--- config.mk ---
export PLATFORM = sky130hd
export DESIGN_NAME = enigma_rotor_cipher_core_flat
export DESIGN_NICKNAME = d
export VERILOG_FILES = /design/src/erc_pkg.sv /design/src/erc_in_if.sv /design/src/erc_out_if.sv /design/src/enigma_rotor_cipher_core.sv /design/src/erc_stepper.sv /design/src/erc_cell.sv /design/src/flat_wrapper.sv
export SDC_FILE = /design/constraint.sdc
export NUM_CORES = 1
export LEC_CHECK = 0
export BUFFER_PORTS_ARGS = -buffer_cell sky130_fd_sc_hd__clkbuf_2
export CAP_MARGIN = 10
export CELL_PAD_IN_SITES_DETAIL_PLACEMENT = 1
export CELL_PAD_IN_SITES_GLOBAL_PLACEMENT = 1
export CORE_MARGIN = 4
export CORE_UTILIZATION = 44
export CTS_BUF_LIST = sky130_fd_sc_hd__clkbuf_4 sky130_fd_sc_hd__clkbuf_8
export DETAILED_ROUTE_END_ITERATION = 12
export PLACE_DENSITY = 0.79
export SYNTH_ARGS = -nofsm -noshare
export SYNTH_HDL_FRONTEND = slang
export SYNTH_SLANG_ARGS = --single-unit
export TNS_END_PERCENT = 30
--- constraint.sdc ---
create_clock -name clk -period 7 [get_ports clk]
set_clock_uncertainty 0.15 [all_clocks]
set_input_delay 0.35 -clock clk [delete_from_list [all_inputs] [get_ports clk]]
set_output_delay 0.35 -clock clk [all_outputs]
set_load 0.005 [all_outputs]
--- src/erc_pkg.sv ---
`default_nettype none

package erc_pkg;

    localparam int unsigned NUM_CELLS = 9;

    localparam logic [2:0] REG_ROTOR_CHOICE    = 3'd0;
    localparam logic [2:0] REG_RING_SETTINGS   = 3'd1;
    localparam logic [2:0] REG_START_POSITIONS = 3'd2;
    localparam logic [2:0] REG_PLUG_LOW        = 3'd3;
    localparam logic [2:0] REG_PLUG_MID        = 3'd4;
    localparam logic [2:0] REG_PLUG_HIGH       = 3'd5;

    localparam logic [1:0] SLOT_RIGHT  = 2'd0;
    localparam logic [1:0] SLOT_MIDDLE = 2'd1;
    localparam logic [1:0] SLOT_LEFT   = 2'd2;

    typedef enum logic [1:0] {
        OP_PLUG    = 2'd0,
        OP_FWD     = 2'd1,
        OP_INV     = 2'd2,
        OP_REFLECT = 2'd3
    } cell_op_t;

    typedef struct packed {
        cell_op_t   op;
        logic [1:0] slot;
    } cell_ctl_t;

    typedef struct packed {
        logic [8:0]        rotor_choice;
        logic [14:0]       ring_settings;
        logic [25:0][4:0]  plug;
    } cfg_t;

    typedef struct packed {
        logic             restart;
        logic [4:0]       letter;
        logic [2:0][4:0]  pos;
    } token_t;

    // plugboard, three rotors, reflector, three inverse rotors, plugboard
    localparam cell_ctl_t CELL_CTL [NUM_CELLS] = '{
        '{OP_PLUG,    SLOT_RIGHT},
        '{OP_FWD,     SLOT_RIGHT},
        '{OP_FWD,     SLOT_MIDDLE},
        '{OP_FWD,     SLOT_LEFT},
        '{OP_REFLECT, SLOT_RIGHT},
        '{OP_INV,     SLOT_LEFT},
        '{OP_INV,     SLOT_MIDDLE},
        '{OP_INV,     SLOT_RIGHT},
        '{OP_PLUG,    SLOT_RIGHT}
    };

    localparam logic [4:0] NOTCH [5] = '{5'd16, 5'd4, 5'd21, 5'd9, 5'd25};

    localparam logic [4:0] WIRE_FWD [5][26] = '{
        '{5'd4, 5'd10, 5'd12, 5'd5, 5'd11, 5'd6, 5'd3, 5'd16, 5'd21, 5'd25, 5'd13, 5'd19,
          5'd14, 5'd22, 5'd24, 5'd7, 5'd23, 5'd20, 5'd18, 5'd15, 5'd0, 5'd8, 5'd1, 5'd17,
          5'd2, 5'd9},
        '{5'd0, 5'd9, 5'd3, 5'd10, 5'd18, 5'd8, 5'd17, 5'd20, 5'd23, 5'd1, 5'd11, 5'd7,
          5'd22, 5'd19, 5'd12, 5'd2, 5'd16, 5'd6, 5'd25, 5'd13, 5'd15, 5'd24, 5'd5, 5'd21,
          5'd14, 5'd4},
        '{5'd1, 5'd3, 5'd5, 5'd7, 5'd9, 5'd11, 5'd2, 5'd15, 5'd17, 5'd19, 5'd23, 5'd21,
          5'd25, 5'd13, 5'd24, 5'd4, 5'd8, 5'd22, 5'd6, 5'd0, 5'd10, 5'd12, 5'd20, 5'd18,
          5'd16, 5'd14},
        '{5'd4, 5'd18, 5'd14, 5'd21, 5'd15, 5'd25, 5'd9, 5'd0, 5'd24, 5'd16, 5'd20, 5'd8,
          5'd17, 5'd7, 5'd23, 5'd11, 5'd13, 5'd5, 5'd19, 5'd6, 5'd10, 5'd3, 5'd2, 5'd12,
          5'd22, 5'd1},
        '{5'd21, 5'd25, 5'd1, 5'd17, 5'd6, 5'd8, 5'd19, 5'd24, 5'd20, 5'd15, 5'd18, 5'd3,
          5'd13, 5'd7, 5'd11, 5'd23, 5'd0, 5'd22, 5'd12, 5'd9, 5'd16, 5'd14, 5'd5, 5'd4,
          5'd2, 5'd10}
    };

    localparam logic [4:0] WIRE_INV [5][26] = '{
        '{5'd20, 5'd22, 5'd24, 5'd6, 5'd0, 5'd3, 5'd5, 5'd15, 5'd21, 5'd25, 5'd1, 5'd4,
          5'd2, 5'd10, 5'd12, 5'd19, 5'd7, 5'd23, 5'd18, 5'd11, 5'd17, 5'd8, 5'd13, 5'd16,
          5'd14, 5'd9},
        '{5'd0, 5'd9, 5'd15, 5'd2, 5'd25, 5'd22, 5'd17, 5'd11, 5'd5, 5'd1, 5'd3, 5'd10,
          5'd14, 5'd19, 5'd24, 5'd20, 5'd16, 5'd6, 5'd4, 5'd13, 5'd7, 5'd23, 5'd12, 5'd8,
          5'd21, 5'd18},
        '{5'd19, 5'd0, 5'd6, 5'd1, 5'd15, 5'd2, 5'd18, 5'd3, 5'd16, 5'd4, 5'd20, 5'd5,
          5'd21, 5'd13, 5'd25, 5'd7, 5'd24, 5'd8, 5'd23, 5'd9, 5'd22, 5'd11, 5'd17, 5'd10,
          5'd14, 5'd12},
        '{5'd7, 5'd25, 5'd22, 5'd21, 5'd0, 5'd17, 5'd19, 5'd13, 5'd11, 5'd6, 5'd20, 5'd15,
          5'd23, 5'd16, 5'd2, 5'd4, 5'd9, 5'd12, 5'd1, 5'd18, 5'd10, 5'd3, 5'd24, 5'd14,
          5'd8, 5'd5},
        '{5'd16, 5'd2, 5'd24, 5'd11, 5'd23, 5'd22, 5'd4, 5'd13, 5'd5, 5'd19, 5'd25, 5'd14,
          5'd18, 5'd12, 5'd21, 5'd9, 5'd20, 5'd3, 5'd10, 5'd6, 5'd8, 5'd0, 5'd17, 5'd15,
          5'd7, 5'd1}
    };

    localparam logic [4:0] REFLECT_B [26] = '{
        5'd24, 5'd17, 5'd20, 5'd7, 5'd16, 5'd18, 5'd11, 5'd3, 5'd15, 5'd23, 5'd13, 5'd6,
        5'd14, 5'd10, 5'd12, 5'd8, 5'd4, 5'd1, 5'd5, 5'd25, 5'd2, 5'd22, 5'd21, 5'd9,
        5'd0, 5'd19
    };

    function automatic logic [4:0] add26(input logic [4:0] a, input logic [4:0] b);
        logic [5:0] s;
        s = {1'b0, a} + {1'b0, b};
        return (s >= 6'd26) ? 5'(s - 6'd26) : s[4:0];
    endfunction

    function automatic logic [4:0] sub26(input logic [4:0] a, input logic [4:0] b);
        logic [5:0] s;
        s = {1'b0, a} + 6'd26 - {1'b0, b};
        return (a >= b) ? 5'(a - b) : s[4:0];
    endfunction

    function automatic logic [4:0] red26(input logic [4:0] v);
        return (v >= 5'd26) ? 5'(v - 5'd26) : v;
    endfunction

    function automatic logic [4:0] inc26(input logic [4:0] v);
        return (v == 5'd25) ? 5'd0 : 5'(v + 5'd1);
    endfunction

    function automatic logic [4:0] sat25(input logic [4:0] v);
        return (v > 5'd25) ? 5'd25 : v;
    endfunction

    function automatic logic [2:0] clamp_code(input logic [2:0] c);
        return (c > 3'd4) ? 3'd4 : c;
    endfunction

    function automatic logic [2:0] slot_code(input logic [8:0] rc, input logic [1:0] slot);
        logic [2:0] c;
        case (slot)
            SLOT_RIGHT:  c = rc[2:0];
            SLOT_MIDDLE: c = rc[5:3];
            SLOT_LEFT:   c = rc[8:6];
            default:     c = rc[2:0];
        endcase
        return clamp_code(c);
    endfunction

    function automatic logic [4:0] slot_ring(input logic [14:0] rs, input logic [1:0] slot);
        logic [4:0] r;
        case (slot)
            SLOT_RIGHT:  r = rs[4:0];
            SLOT_MIDDLE: r = rs[9:5];
            SLOT_LEFT:   r = rs[14:10];
            default:     r = rs[4:0];
        endcase
        return sat25(r);
    endfunction

endpackage

`default_nettype wire

--- src/erc_in_if.sv ---
`default_nettype none

interface erc_in_if;
    logic       valid;
    logic       ready;
    logic       action;
    logic [4:0] letter;

    modport source (output valid, output action, output letter, input ready);
    modport sink (input valid, input action, input letter, output ready);
endinterface

`default_nettype wire

--- src/erc_out_if.sv ---
`default_nettype none

interface erc_out_if;
    logic       valid;
    logic       ready;
    logic [4:0] out_letter;
    logic [4:0] right_position;
    logic [4:0] middle_position;
    logic [4:0] left_position;

    modport source (
        output valid, output out_letter, output right_position,
        output middle_position, output left_position, input ready
    );
    modport sink (
        input valid, input out_letter, input right_position,
        input middle_position, input left_position, output ready
    );
endinterface

`default_nettype wire

--- src/enigma_rotor_cipher_core.sv ---
`default_nettype none

// Three-rotor M3-style Enigma (rotors I-V, reflector B) with a fully pipelined letter path.
// One item is accepted per clock while item_out.ready does not stall; each item passes
// one stepping stage, then nine cells (plugboard, three rotors, reflector, three inverse
// rotors, plugboard), and results leave in order. The rate is set by the stepping stage,
// which updates the three rotor positions once per accepted item. Action 1 reloads the
// positions from start_positions and returns letter zero. Registers sit on a 64-bit APB
// port at byte address 8*i: rotor_choice, ring_settings, start_positions, plug_low,
// plug_mid, plug_high; change them only while no item is in flight.
module enigma_rotor_cipher_core (
    input  wire logic         clk,
    input  wire logic         rst_n,
    erc_in_if.sink            item_in,
    erc_out_if.source         item_out,
    input  wire logic         psel,
    input  wire logic         penable,
    input  wire logic         pwrite,
    input  wire logic [5:0]   paddr,
    input  wire logic [63:0]  pwdata,
    output logic [63:0]       prdata,
    output logic              pready
);

    logic [8:0]   rotor_choice_reg;
    logic [14:0]  ring_settings_reg;
    logic [14:0]  start_positions_reg;
    logic [44:0]  plug_low_reg;
    logic [44:0]  plug_mid_reg;
    logic [39:0]  plug_high_reg;
    logic         wr_en;
    logic [2:0]   reg_idx;
    logic         addr_ok;

    erc_pkg::cfg_t    cfg;
    logic             valid [erc_pkg::NUM_CELLS + 1];
    logic             ready [erc_pkg::NUM_CELLS + 1];
    erc_pkg::token_t  tok   [erc_pkg::NUM_CELLS + 1];

    assign pready  = 1'b1;
    assign reg_idx = paddr[5:3];
    assign addr_ok = (paddr[2:0] == 3'd0);
    assign wr_en   = psel && penable && pwrite && addr_ok;

    always_ff @(posedge clk or negedge rst_n)
    begin
        if (!rst_n)
        begin
            rotor_choice_reg    <= 9'd10;
            ring_settings_reg   <= '0;
            start_positions_reg <= '0;
            plug_low_reg        <= '0;
            plug_mid_reg        <= '0;
            plug_high_reg       <= '0;
        end
        else if (wr_en)
        begin
            case (reg_idx)
                erc_pkg::REG_ROTOR_CHOICE:    rotor_choice_reg    <= pwdata[8:0];
                erc_pkg::REG_RING_SETTINGS:   ring_settings_reg   <= pwdata[14:0];
                erc_pkg::REG_START_POSITIONS: start_positions_reg <= pwdata[14:0];
                erc_pkg::REG_PLUG_LOW:        plug_low_reg        <= pwdata[44:0];
                erc_pkg::REG_PLUG_MID:        plug_mid_reg        <= pwdata[44:0];
                erc_pkg::REG_PLUG_HIGH:       plug_high_reg       <= pwdata[39:0];
                default:                      ;
            endcase
        end
    end

    always_comb
    begin
        prdata = '0;
        if (addr_ok)
        begin
            case (reg_idx)
                erc_pkg::REG_ROTOR_CHOICE:    prdata = 64'(rotor_choice_reg);
                erc_pkg::REG_RING_SETTINGS:   prdata = 64'(ring_settings_reg);
                erc_pkg::REG_START_POSITIONS: prdata = 64'(start_positions_reg);
                erc_pkg::REG_PLUG_LOW:        prdata = 64'(plug_low_reg);
                erc_pkg::REG_PLUG_MID:        prdata = 64'(plug_mid_reg);
                erc_pkg::REG_PLUG_HIGH:       prdata = 64'(plug_high_reg);
                default:                      prdata = '0;
            endcase
        end
    end

    assign cfg.rotor_choice  = rotor_choice_reg;
    assign cfg.ring_settings = ring_settings_reg;
    assign cfg.plug          = {plug_high_reg, plug_mid_reg, plug_low_reg};

    erc_stepper u_stepper (
        .clk             (clk),
        .rst_n           (rst_n),
        .item_in         (item_in),
        .rotor_choice    (rotor_choice_reg),
        .start_positions (start_positions_reg),
        .dn_valid        (valid[0]),
        .dn_tok          (tok[0]),
        .dn_ready        (ready[0])
    );

    for (genvar k = 0; k < erc_pkg::NUM_CELLS; k++)
    begin : g_cell
        erc_cell u_cell (
            .clk      (clk),
            .rst_n    (rst_n),
            .ctl      (erc_pkg::CELL_CTL[k]),
            .cfg      (cfg),
            .up_valid (valid[k]),
            .up_tok   (tok[k]),
            .up_ready (ready[k]),
            .dn_valid (valid[k + 1]),
            .dn_tok   (tok[k + 1]),
            .dn_ready (ready[k + 1])
        );
    end

    assign ready[erc_pkg::NUM_CELLS] = item_out.ready;
    assign item_out.valid            = valid[erc_pkg::NUM_CELLS];
    assign item_out.out_letter       = tok[erc_pkg::NUM_CELLS].restart ?
                                       5'd0 : tok[erc_pkg::NUM_CELLS].letter;
    assign item_out.right_position   = tok[erc_pkg::NUM_CELLS].pos[0];
    assign item_out.middle_position  = tok[erc_pkg::NUM_CELLS].pos[1];
    assign item_out.left_position    = tok[erc_pkg::NUM_CELLS].pos[2];

endmodule

`default_nettype wire

--- src/erc_stepper.sv ---
`default_nettype none

module erc_stepper (
    input  wire logic              clk,
    input  wire logic              rst_n,
    erc_in_if.sink                 item_in,
    input  wire logic [8:0]        rotor_choice,
    input  wire logic [14:0]       start_positions,
    output logic                   dn_valid,
    output erc_pkg::token_t        dn_tok,
    input  wire logic              dn_ready
);

    logic [2:0][4:0]  pos_reg;
    logic [2:0][4:0]  pos_next;
    logic             valid_reg;
    erc_pkg::token_t  tok_reg;
    erc_pkg::token_t  tok_next;
    logic             accept;
    logic [2:0]       code_r;
    logic [2:0]       code_m;

    assign item_in.ready = !valid_reg || dn_ready;
    assign accept        = item_in.valid && item_in.ready;
    assign code_r        = erc_pkg::slot_code(rotor_choice, erc_pkg::SLOT_RIGHT);
    assign code_m        = erc_pkg::slot_code(rotor_choice, erc_pkg::SLOT_MIDDLE);

    // reload on action, else step the rotors with double stepping of the middle rotor
    always_comb
    begin
        pos_next = pos_reg;
        if (item_in.action)
        begin
            pos_next[0] = erc_pkg::sat25(start_positions[4:0]);
            pos_next[1] = erc_pkg::sat25(start_positions[9:5]);
            pos_next[2] = erc_pkg::sat25(start_positions[14:10]);
        end
        else
        begin
            if (pos_reg[1] == erc_pkg::NOTCH[code_m])
            begin
                pos_next[1] = erc_pkg::inc26(pos_reg[1]);
                pos_next[2] = erc_pkg::inc26(pos_reg[2]);
            end
            else if (pos_reg[0] == erc_pkg::NOTCH[code_r])
            begin
                pos_next[1] = erc_pkg::inc26(pos_reg[1]);
            end
            pos_next[0] = erc_pkg::inc26(pos_reg[0]);
        end
        tok_next.restart = item_in.action;
        tok_next.letter  = item_in.action ? 5'd0 : erc_pkg::red26(item_in.letter);
        tok_next.pos     = pos_next;
    end

    always_ff @(posedge clk or negedge rst_n)
    begin
        if (!rst_n)
        begin
            pos_reg   <= '0;
            valid_reg <= 1'b0;
        end
        else
        begin
            if (accept)
            begin
                pos_reg <= pos_next;
            end
            if (item_in.ready)
            begin
                valid_reg <= item_in.valid;
            end
        end
    end

    always_ff @(posedge clk)
    begin
        if (accept)
        begin
            tok_reg <= tok_next;
        end
    end

    assign dn_valid = valid_reg;
    assign dn_tok   = tok_reg;

endmodule

`default_nettype wire

--- src/erc_cell.sv ---
`default_nettype none

module erc_cell (
    input  wire logic                 clk,
    input  wire logic                 rst_n,
    input  wire erc_pkg::cell_ctl_t   ctl,
    input  wire erc_pkg::cfg_t        cfg,
    input  wire logic                 up_valid,
    input  wire erc_pkg::token_t      up_tok,
    output logic                      up_ready,
    output logic                      dn_valid,
    output erc_pkg::token_t           dn_tok,
    input  wire logic                 dn_ready
);

    logic             valid_reg;
    erc_pkg::token_t  tok_reg;
    erc_pkg::token_t  tok_next;
    logic [2:0]       code;
    logic [4:0]       delta;
    logic [4:0]       shifted;
    logic [4:0]       mapped;

    assign up_ready = !valid_reg || dn_ready;
    assign code     = erc_pkg::slot_code(cfg.rotor_choice, ctl.slot);
    assign delta    = erc_pkg::sub26(up_tok.pos[ctl.slot],
                                     erc_pkg::slot_ring(cfg.ring_settings, ctl.slot));
    assign shifted  = erc_pkg::add26(up_tok.letter, delta);

    always_comb
    begin
        case (ctl.op)
            erc_pkg::OP_PLUG:
                mapped = erc_pkg::add26(up_tok.letter,
                                        erc_pkg::red26(cfg.plug[up_tok.letter]));
            erc_pkg::OP_FWD:
                mapped = erc_pkg::sub26(erc_pkg::WIRE_FWD[code][shifted], delta);
            erc_pkg::OP_INV:
                mapped = erc_pkg::sub26(erc_pkg::WIRE_INV[code][shifted], delta);
            erc_pkg::OP_REFLECT:
                mapped = erc_pkg::REFLECT_B[up_tok.letter];
            default:
                mapped = up_tok.letter;
        endcase
        tok_next        = up_tok;
        tok_next.letter = mapped;
    end

    always_ff @(posedge clk or negedge rst_n)
    begin
        if (!rst_n)
        begin
            valid_reg <= 1'b0;
        end
        else if (up_ready)
        begin
            valid_reg <= up_valid;
        end
    end

    always_ff @(posedge clk)
    begin
        if (up_valid && up_ready)
        begin
            tok_reg <= tok_next;
        end
    end

    assign dn_valid = valid_reg;
    assign dn_tok   = tok_reg;

endmodule

`default_nettype wire
--- src/flat_wrapper.sv ---
// flat-port wrapper written by rule: the top's interface ports become plain ports
module enigma_rotor_cipher_core_flat 
  (clk, rst_n, psel, penable, pwrite, paddr, pwdata, prdata, pready, item_in_valid, item_in_action, item_in_letter, item_in_ready, item_out_valid, item_out_out_letter, item_out_right_position, item_out_middle_position, item_out_left_position, item_out_ready);
  erc_in_if item_in_i ();
  erc_out_if item_out_i ();
  input  wire logic clk;
  input  wire logic rst_n;
  input  wire logic psel;
  input  wire logic penable;
  input  wire logic pwrite;
  input  wire logic [5:0] paddr;
  input  wire logic [63:0] pwdata;
  output logic [63:0] prdata;
  output logic pready;
  input wire logic [$bits(item_in_i.valid)-1:0] item_in_valid;
  input wire logic [$bits(item_in_i.action)-1:0] item_in_action;
  input wire logic [$bits(item_in_i.letter)-1:0] item_in_letter;
  output wire logic [$bits(item_in_i.ready)-1:0] item_in_ready;
  output wire logic [$bits(item_out_i.valid)-1:0] item_out_valid;
  output wire logic [$bits(item_out_i.out_letter)-1:0] item_out_out_letter;
  output wire logic [$bits(item_out_i.right_position)-1:0] item_out_right_position;
  output wire logic [$bits(item_out_i.middle_position)-1:0] item_out_middle_position;
  output wire logic [$bits(item_out_i.left_position)-1:0] item_out_left_position;
  input wire logic [$bits(item_out_i.ready)-1:0] item_out_ready;
  assign item_in_i.valid = item_in_valid;
  assign item_in_i.action = item_in_action;
  assign item_in_i.letter = item_in_letter;
  assign item_in_ready = item_in_i.ready;
  assign item_out_valid = item_out_i.valid;
  assign item_out_out_letter = item_out_i.out_letter;
  assign item_out_right_position = item_out_i.right_position;
  assign item_out_middle_position = item_out_i.middle_position;
  assign item_out_left_position = item_out_i.left_position;
  assign item_out_i.ready = item_out_ready;
  enigma_rotor_cipher_core u_core (.clk(clk), .rst_n(rst_n), .item_in(item_in_i), .item_out(item_out_i), .psel(psel), .penable(penable), .pwrite(pwrite), .paddr(paddr), .pwdata(pwdata), .prdata(prdata), .pready(pready));
endmodule
After elaboration in Yosys (flattened, before gate mapping)
Memories as Yosys holds them, arrays and structs flattened. A register that Yosys moved wholly into a read port is not among the register bits.
Index checks and enable logic that the tools add are counted.
{ "op_classes": {"addsub": 58, "n_mul": 0, "div": 0, "magnitude_cmp": 43, "eq_ne": 10, "shift": 0, "n_mux": 80, "n_bitwise": 10, "reduce_logical": 41} }
{ "ops": {"columns": ["operator", "count"], "rows": [
  ["130-bit 2-to-1 mux", 12],
  ["5-bit 2-to-1 mux", 54],
  ["45-bit one-hot mux with 6 select lines", 1],
  ["5-bit binary-select mux with 5-bit select", 8],
  ["5-bit subtractor", 24],
  ["64-bit 2-to-1 mux", 1],
  ["5-bit adder (second input constant)", 12],
  ["5-bit >= comparator", 12],
  ["5-bit subtractor (second input constant)", 11],
  ["5-bit by 5-bit adder with 6-bit output", 8],
  ["6-bit by 5-bit >= comparator with 1-bit output (second input constant)", 8],
  ["5-bit inverter with 6-bit output", 7],
  ["6-bit >= comparator (second input constant)", 6],
  ["5-bit > comparator (second input constant)", 6],
  ["5-bit by 1-bit adder with 5-bit output (second input constant)", 3],
  ["5-bit equality test (second input constant)", 3],
  ["5-bit >= comparator (second input constant)", 3],
  ["15-bit 2-to-1 mux", 1],
  ["1-bit logical AND", 13],
  ["4-bit >= comparator (second input constant)", 3],
  ["5-bit by 6-bit < comparator with 1-bit output (second input constant)", 2],
  ["3-bit inverter with 4-bit output", 3],
  ["2-bit AND reduction", 6],
  ["5-bit equality test", 2],
  ["other kinds (8)", 33]
]} }
{ "word_totals": {"reg_bits": 399, "latchBits": 0, "ramBits": 0, "rom_bits": 6480, "elab_cells": 319, "memories": 9} }
{ "memory_table": {"columns": ["memory", "words", "word_bits", "rd", "rd_ports_with_merged_regs", "write_ports", "line_no", "text"], "rows": [
  ["(no name shown)", 8, 130, 1, 0, 0, "erc_cell.sv:39", "mapped = erc_pkg::sub26(erc_pkg::WIRE_INV[code][shifted], delta);"],
  ["(no name shown)", 8, 130, 1, 0, 0, "erc_cell.sv:37", "mapped = erc_pkg::sub26(erc_pkg::WIRE_FWD[code][shifted], delta);"],
  ["(no name shown)", 8, 130, 1, 0, 0, "erc_cell.sv:37", null],
  ["(no name shown)", 8, 130, 1, 0, 0, "erc_cell.sv:39", null],
  ["(no name shown)", 8, 130, 1, 0, 0, "erc_cell.sv:37", null],
  ["(no name shown)", 8, 130, 1, 0, 0, "erc_cell.sv:39", null],
  ["3 more memories", null, null, null, null, null, null, null]
]} }

Longest topological paths before layout
{ "logic_depth": {"depth_word": 14, "mapped_depth": 35} }

Hierarchy
A second synthesis with hierarchy kept.
{ "hier_totals": {"hier_cells": 8259, "area_unflattened_um2": 69236.4} }
{ "by_module_without_submodules": {"columns": ["mod", "n_inst", "cells_each", "area_each_um2", "seq_area_each_um2"], "rows": [
  ["erc_cell (u_core.g_cell[5].u_cell ...)", 3, 803, 6496.2, 655.6],
  ["erc_cell (u_core.g_cell[3].u_cell ...)", 2, 813, 6525.0, 655.6],
  ["enigma_rotor_cipher_core", 1, 622, 7940.1, 4231.6],
  ["erc_cell (u_core.g_cell[8].u_cell)", 1, 855, 6712.7, 655.6],
  ["erc_cell (u_core.g_cell[0].u_cell)", 1, 825, 6591.3, 655.6],
  ["erc_cell (u_core.g_cell[2].u_cell)", 1, 831, 6582.6, 655.6],
  ["erc_cell (u_core.g_cell[1].u_cell)", 1, 843, 6548.8, 655.6],
  ["erc_stepper", 1, 248, 2322.2, 1031.0]
]} }

Worst setup path before layout
Ideal clock, no wire load.
{ "synth_path": {"kind": "register to register", "startpoint": "reg u_core.ring_settings_reg[13]", "endpoint": "reg u_core.g_cell[5].u_cell.tok_reg (netlist bit u_core.g_cell[5].u_cell.dn_tok[19]), data pin", "arrival_ns": 6.001, "t_required_ns": 6.587, "slack_ns": 0.586, "stages_incl_launch_ff": 34, "period_less_slack_ns": 6.414, "path_cell_list": "dfrtp_1 -> nand2_1 -> o21bai_1 -> ha_1 -> inv_1 -> a21oi_1 -> o21bai_1 -> a31oi_1 -> nor2_1 -> o21ai_0 -> nand2b_1 -> xor2_1 -> inv_1 -> fa_1 -> nand2b_1 -> a21oi_1 -> xor2_1 -> a21boi_2 -> o21a_1 -> or2_2 -> clkbuf_1 -> a221o_1 -> a31oi_1 -> o311ai_0 -> ha_1 -> inv_1 -> o21bai_1 -> a31oi_1 -> nor2_1 -> o21ai_0 -> nand2b_1 -> clkbuf_1 -> mux2i_1 -> xor2_1"} }
{ "synth_via": {"elab_chain_cells": 14, "elab_cells_between_ends": 19} }
{ "synth_lines": {"columns": ["element", "line_no", "text"], "rows": [
  ["start, declared", "enigma_rotor_cipher_core.sv:26", "logic [14:0] ring_settings_reg;"],
  ["start signal, assigned", "enigma_rotor_cipher_core.sv:60", "erc_pkg::REG_RING_SETTINGS: ring_settings_reg <= pwdata[14:0];"],
  ["5-bit > comparator", "erc_pkg.sv:120", "return (v > 5'd25) ? 5'd25 : v;"],
  ["5-bit 2-to-1 mux (*)", "erc_pkg.sv:120", null],
  ["5-bit subtractor, or another cell as far along", "erc_pkg.sv:107", "s = {1'b0, a} + 6'd26 - {1'b0, b};"],
  ["5-bit 2-to-1 mux (*)", "erc_pkg.sv:108", "return (a >= b) ? 5'(a - b) : s[4:0];"],
  ["5-bit by 5-bit adder with 6-bit output", "erc_pkg.sv:101", "s = {1'b0, a} + {1'b0, b};"],
  ["5-bit subtractor or 6-bit by 5-bit >= comparator with 1-bit output (tied branches)", "erc_pkg.sv:102", "return (s >= 6'd26) ? 5'(s - 6'd26) : s[4:0];"],
  ["5-bit 2-to-1 mux", "erc_pkg.sv:102", null],
  ["5-bit inverter with 6-bit output (implied by the code)", "erc_cell.sv:39", null],
  ["5-bit binary-select mux with 5-bit select", "erc_cell.sv:39", null],
  ["5-bit 2-to-1 mux (implied by the code) (2 in series)", "erc_cell.sv:39", null],
  ["5-bit adder", "erc_pkg.sv:107", null],
  ["5-bit subtractor", "erc_pkg.sv:107", null],
  ["5-bit 2-to-1 mux (*)", "erc_pkg.sv:108", null],
  ["net u_core.g_cell[5].u_cell.mapped[4]", "erc_cell.sv:22", "logic [4:0] mapped;"],
  ["end signal, assigned", "erc_cell.sv:65", "tok_reg <= tok_next;"],
  ["end, declared", "erc_cell.sv:17", "erc_pkg::token_t tok_reg;"]
]} }
Mark *: on every way through the listed nets, which the timed path passes. The rest lies on a longest branch. The select of a mux whose other input is x is not followed.
A chain may end at the register's enable or synchronous reset.

Worst setup path after layout
{ "layout_path": {"startpoint": "reg u_core.ring_settings_reg[12]", "endpoint": "reg u_core.g_cell[3].u_cell.tok_reg (netlist bit u_core.g_cell[3].u_cell.dn_tok[17]), data pin"} }
{ "layout_via": {"elab_chain_cells": 14, "elab_cells_between_ends": 19} }
{ "layout_lines": {"columns": ["element", "line_no"], "rows": [
  ["5-bit > comparator", "erc_pkg.sv:120"],
  ["5-bit 2-to-1 mux (*)", "erc_pkg.sv:120"],
  ["5-bit subtractor, or another cell as far along", "erc_pkg.sv:107"],
  ["5-bit 2-to-1 mux (*)", "erc_pkg.sv:108"],
  ["5-bit by 5-bit adder with 6-bit output", "erc_pkg.sv:101"],
  ["5-bit subtractor or 6-bit by 5-bit >= comparator with 1-bit output (tied branches)", "erc_pkg.sv:102"],
  ["5-bit 2-to-1 mux", "erc_pkg.sv:102"],
  ["5-bit inverter with 6-bit output", null],
  ["5-bit binary-select mux with 5-bit select", "erc_cell.sv:37"],
  ["5-bit 2-to-1 mux (implied by the code) (2 in series)", "erc_cell.sv:37"],
  ["5-bit adder", "erc_pkg.sv:107"],
  ["5-bit subtractor", "erc_pkg.sv:107"],
  ["5-bit 2-to-1 mux (*)", "erc_pkg.sv:108"],
  ["net u_core.g_cell[3].u_cell.mapped[2]", "erc_cell.sv:22"],
  ["end signal, assigned", "erc_cell.sv:65"],
  ["end, declared", "erc_cell.sv:17"]
]} }
Marks and branches as above.

==> summary.md <==
| Metric | Value |
|---|---|
| DRT Wirelength | `125,100 um` |
| Max Cap Viol | `0` |
| Post-route DRC | `0` |
| CTS tree | `done` |
| Nets | `4,077` |
| I/O pins | `170` |
| Place WS | `-0.2228 ns` |
| Syn Inst Count | `3,498` |
| Worst R2R Setup Slack | `-0.13 ns` |
| Num rows | `100` |
| Crit path max fanout | `13` |
| Most common cell after layout, fill and taps aside | `nor2_1` |
| CTS clock-pin slew for the worst setup and hold paths | `0.07 ns` |
| Post-synth top area cell | `edfxtp_1` |
| CTS buffer count | `73` |
| Final Non-Filler Cells | `4,755` |
| Fraction of registers with async set/reset | `48.02%` |
| Final setup viols | `5` |
| Register bit total from synthesis | `404` |
| Core area | `74,570 um2` |
| WP data arrival | `7.40 ns` |
| Slew @ Worst Pin | `1.202 ns` |
| Final hold violation count | `0` |
| Worst Setup End Kind | `flop` |
| F_max | `140.2 MHz` |
| CTS H-tree lvls | `3` |
| Largest family of logic cells by synthesized area | `compound AO/OA/AOI/OAI gates` |
| Syn_area_per_cell | `9.479 um2` |
| Routability congestion estimate | `0.9422` |
| Max-Slew Margin vs Limit | `19.88%` |
| Ant. Diodes | `0` |
| Initial Util | `44.46%` |
| Post-DR vias/cell | `6.431` |
| Clk_lat worst skew | `0.71 ns` |
| Global-route wire length before repair | `183,700 um` |
| Post-synthesis sequential area ratio | `33.67%` |
| Violated checks | `negative setup slack` |
| Slew Viols, Final | `0` |
| Die height | `282.5 um` |
| Setup Total Neg Slack | `-0.5189 ns` |
| Clock tree sinks | `404` |
| IO Port Bufs | `130` |
| First-pass DRT Iterations | `6` |
| Global Route Usage Sum | `29.18%` |
| Post-synthesis compound-gate area fraction | `19.95%` |
| Most frequently used flop master after synthesis | `edfxtp_1` |
| Synth Area in Adders | `10.92%` |
| Simple-Gate Fraction of Synth Area | `11.13%` |
| Initial antenna violation count | `0` |
| Synth cell types | `100` |
| Biggest cell delay along the critical path | `0.46 ns` |
| Required @ worst endpoint | `7.26 ns` |
| Vias in the first global route | `30,980` |
| Synth-to-Final Area Change | `17.55%` |
| Post-synth top area share | `19.02%` |
| Outcome | `finished with violations` |
| Main area contributors after synthesis | `edfxtp_1 19%, dfrtp_1 14%, ha_1 8.3%` |
| Synth Area in XOR/XNOR | `3.555%` |
| Largest net degree at the start of global routing | `75` |
| Post-Synthesis Cell Area | `33,160 um2` |
| Max FFs per register | `189` |
| Clk root buf | `clkbuf_8` |
| Minimum clock period | `7.132 ns` |
| Die ar. | `79,810 um2` |
| CP Launch Type | `flop` |
| EDFF count, synth | `210` |
| Clock buffer depth | `3` |
| Multiplexer share of the synthesized area | `14.26%` |
| RSZ-0062 raised after global routing | `true` |
| Slowest library cell on the worst path | `ha_2` |
| Detailed Route Iter0 Violations | `3,107` |
| Final worst setup slack | `-0.1322 ns` |
| Total global routing overflow | `0` |
| Die Wd | `282.5 um` |
| Commonest cells after routing, fill and taps aside | `300 x nor2_1, 229 x inv_1, 220 x a21oi_1` |
| DP Wirelength | `83,770 um` |
| Crit share post-route | `101.9%` |
| Yosys warnings | `0` |
| Min-Delay Path Class | `in2async` |
| WS Path Type | `reg2reg` |
| Share of cells above drive strength 1 | `25.38%` |
| Post-DRT Antenna Nets | `0` |
| DR WL/cell | `26.31 um` |
| Routed vias | `30,580` |
| Placed cells | `4,494` |
-- metal layers --
metal | part of all wire, % | vias up | global-route usage [%] | wire (um)
li1 | - | 13310 | - | -
met1 | 40 | 15450 | 38.13 | 50070
met2 | 48 | 1436 | 48.57 | 60490
met3 | 6.8 | 390 | 4.234 | 8563
met4 | 4.8 | 0 | 12.62 | 5971
met5 | 0 | - | 0 | 0
-- cell families (layout without fill, tap and decap cells) --
kind of cell | Yosys count | in the layout
DFF | 404 | 404
muxes | 377 | 377
other | 2 | 20
buffers and inverters | 513 | 781
xor gates and xnor gates | 130 | 130
adders and majority gates | 263 | 263
and+or+nand+nor | 821 | 822
AOI/OAI and AO/OA | 988 | 989
-- critical path, delay by kind of cell, from the launching register on --
family	cells	cell delay (ns)
AND/OR/NAND/NOR	8	1.24
flip-flops	1	0.41
adder cells (fa/ha/maj)	3	0.93
XOR/XNOR	2	0.60
multiplexers	2	0.43
buffers and inverters	6	0.93
AO/OA/AOI/OAI	12	2.15
-- metrics by stage --
step | hold slack, ns | util, % | cell area [um2]
3_5_place_dp | 0.2405 | 47.10 | 35120
5_1_grt | 0.1153 | 52.27 | 38980
3_3_place_gp | 0.2363 | 47.10 | 35120
2_1_floorplan | -0.09559 | - | 33230
6_report | 0.07178 | 52.27 | 38980
4_1_cts | 0.07571 | 50.14 | 37390
-- area by class of cell --
cell class / count / area [um2]
Fill cell: 8267 / 35590
Clock inverter: 27 / 264.0
Timing Repair Buffer: 409 / 3084
Clock buffer: 103 / 1292
Tap cell: 969 / 1212
Multi-Input combinational cell: 2601 / 21050
Sequential cell: 404 / 11170
Inverter: 242 / 912.1
-- synth_stat cells (12+ instances only) --
| library cell | instances |
|---|---|
| mux2i_1 | 117 |
| buf_4 | 44 |
| a32oi_1 | 12 |
| o21bai_1 | 17 |
| o21ai_0 | 198 |
| o311ai_0 | 20 |
| nor2_1 | 307 |
| a21o_1 | 27 |
| nand2_1 | 223 |
| o22ai_1 | 36 |
| o21a_1 | 18 |
| inv_1 | 235 |
| o31a_1 | 12 |
| and2_1 | 14 |
| and3_1 | 12 |
| a31oi_1 | 63 |
| a21oi_1 | 238 |
| mux2_2 | 204 |
| o211ai_1 | 32 |
| o221ai_1 | 46 |
| a22oi_1 | 39 |
| xor2_1 | 59 |
| dfrtp_1 | 192 |
| nor2b_1 | 28 |
| a31o_2 | 12 |
| nand3_1 | 66 |
| xnor2_1 | 68 |
| buf_1 | 22 |
| a221oi_1 | 21 |
| nand2b_1 | 38 |
| o2111ai_1 | 15 |
| ha_1 | 219 |
| a211oi_1 | 32 |
| edfxtp_1 | 210 |
| fa_1 | 44 |
| nor3_1 | 70 |
| o31ai_1 | 17 |
| buf_2 | 41 |
| mux4_2 | 56 |
| clkbuf_1 | 161 |
-- final timing paths --
path | from | to | cells after the start
min | rst_n | u_core.rotor_choice_reg[0]$_DFFE_PN0P_ | 2
max reg2reg | u_core.ring_settings_reg[12]$_DFFE_PN0P_ | u_core.g_cell[3].u_cell.dn_tok[17]$_DFFE_PP_ | 33
max in group asynchronous | rst_n | u_core.plug_low_reg[17]$_DFFE_PN0P_ | 3
min in group clk | u_core.g_cell[1].u_cell.dn_tok[13]$_DFFE_PP_ | u_core.g_cell[2].u_cell.dn_tok[13]$_DFFE_PP_ | 0
max | u_core.ring_settings_reg[12]$_DFFE_PN0P_ | u_core.g_cell[3].u_cell.dn_tok[17]$_DFFE_PP_ | 33
min reg2reg | u_core.g_cell[1].u_cell.dn_tok[13]$_DFFE_PP_ | u_core.g_cell[2].u_cell.dn_tok[13]$_DFFE_PP_ | 0
-- repair_timing --
item | CTS | global route
hold endpoints to repair | 243 | 0
resized for setup | 21 | 213
gates cloned | 0 | 6
hold buffers | 54 | 0
pin swaps | 5 | 60
buffers inserted | 9 | 61
setup endpoints to repair | 17 | 24
Power is not shown: default switching activity piles up to over one toggle a cycle in this logic, so the estimate is an artifact.
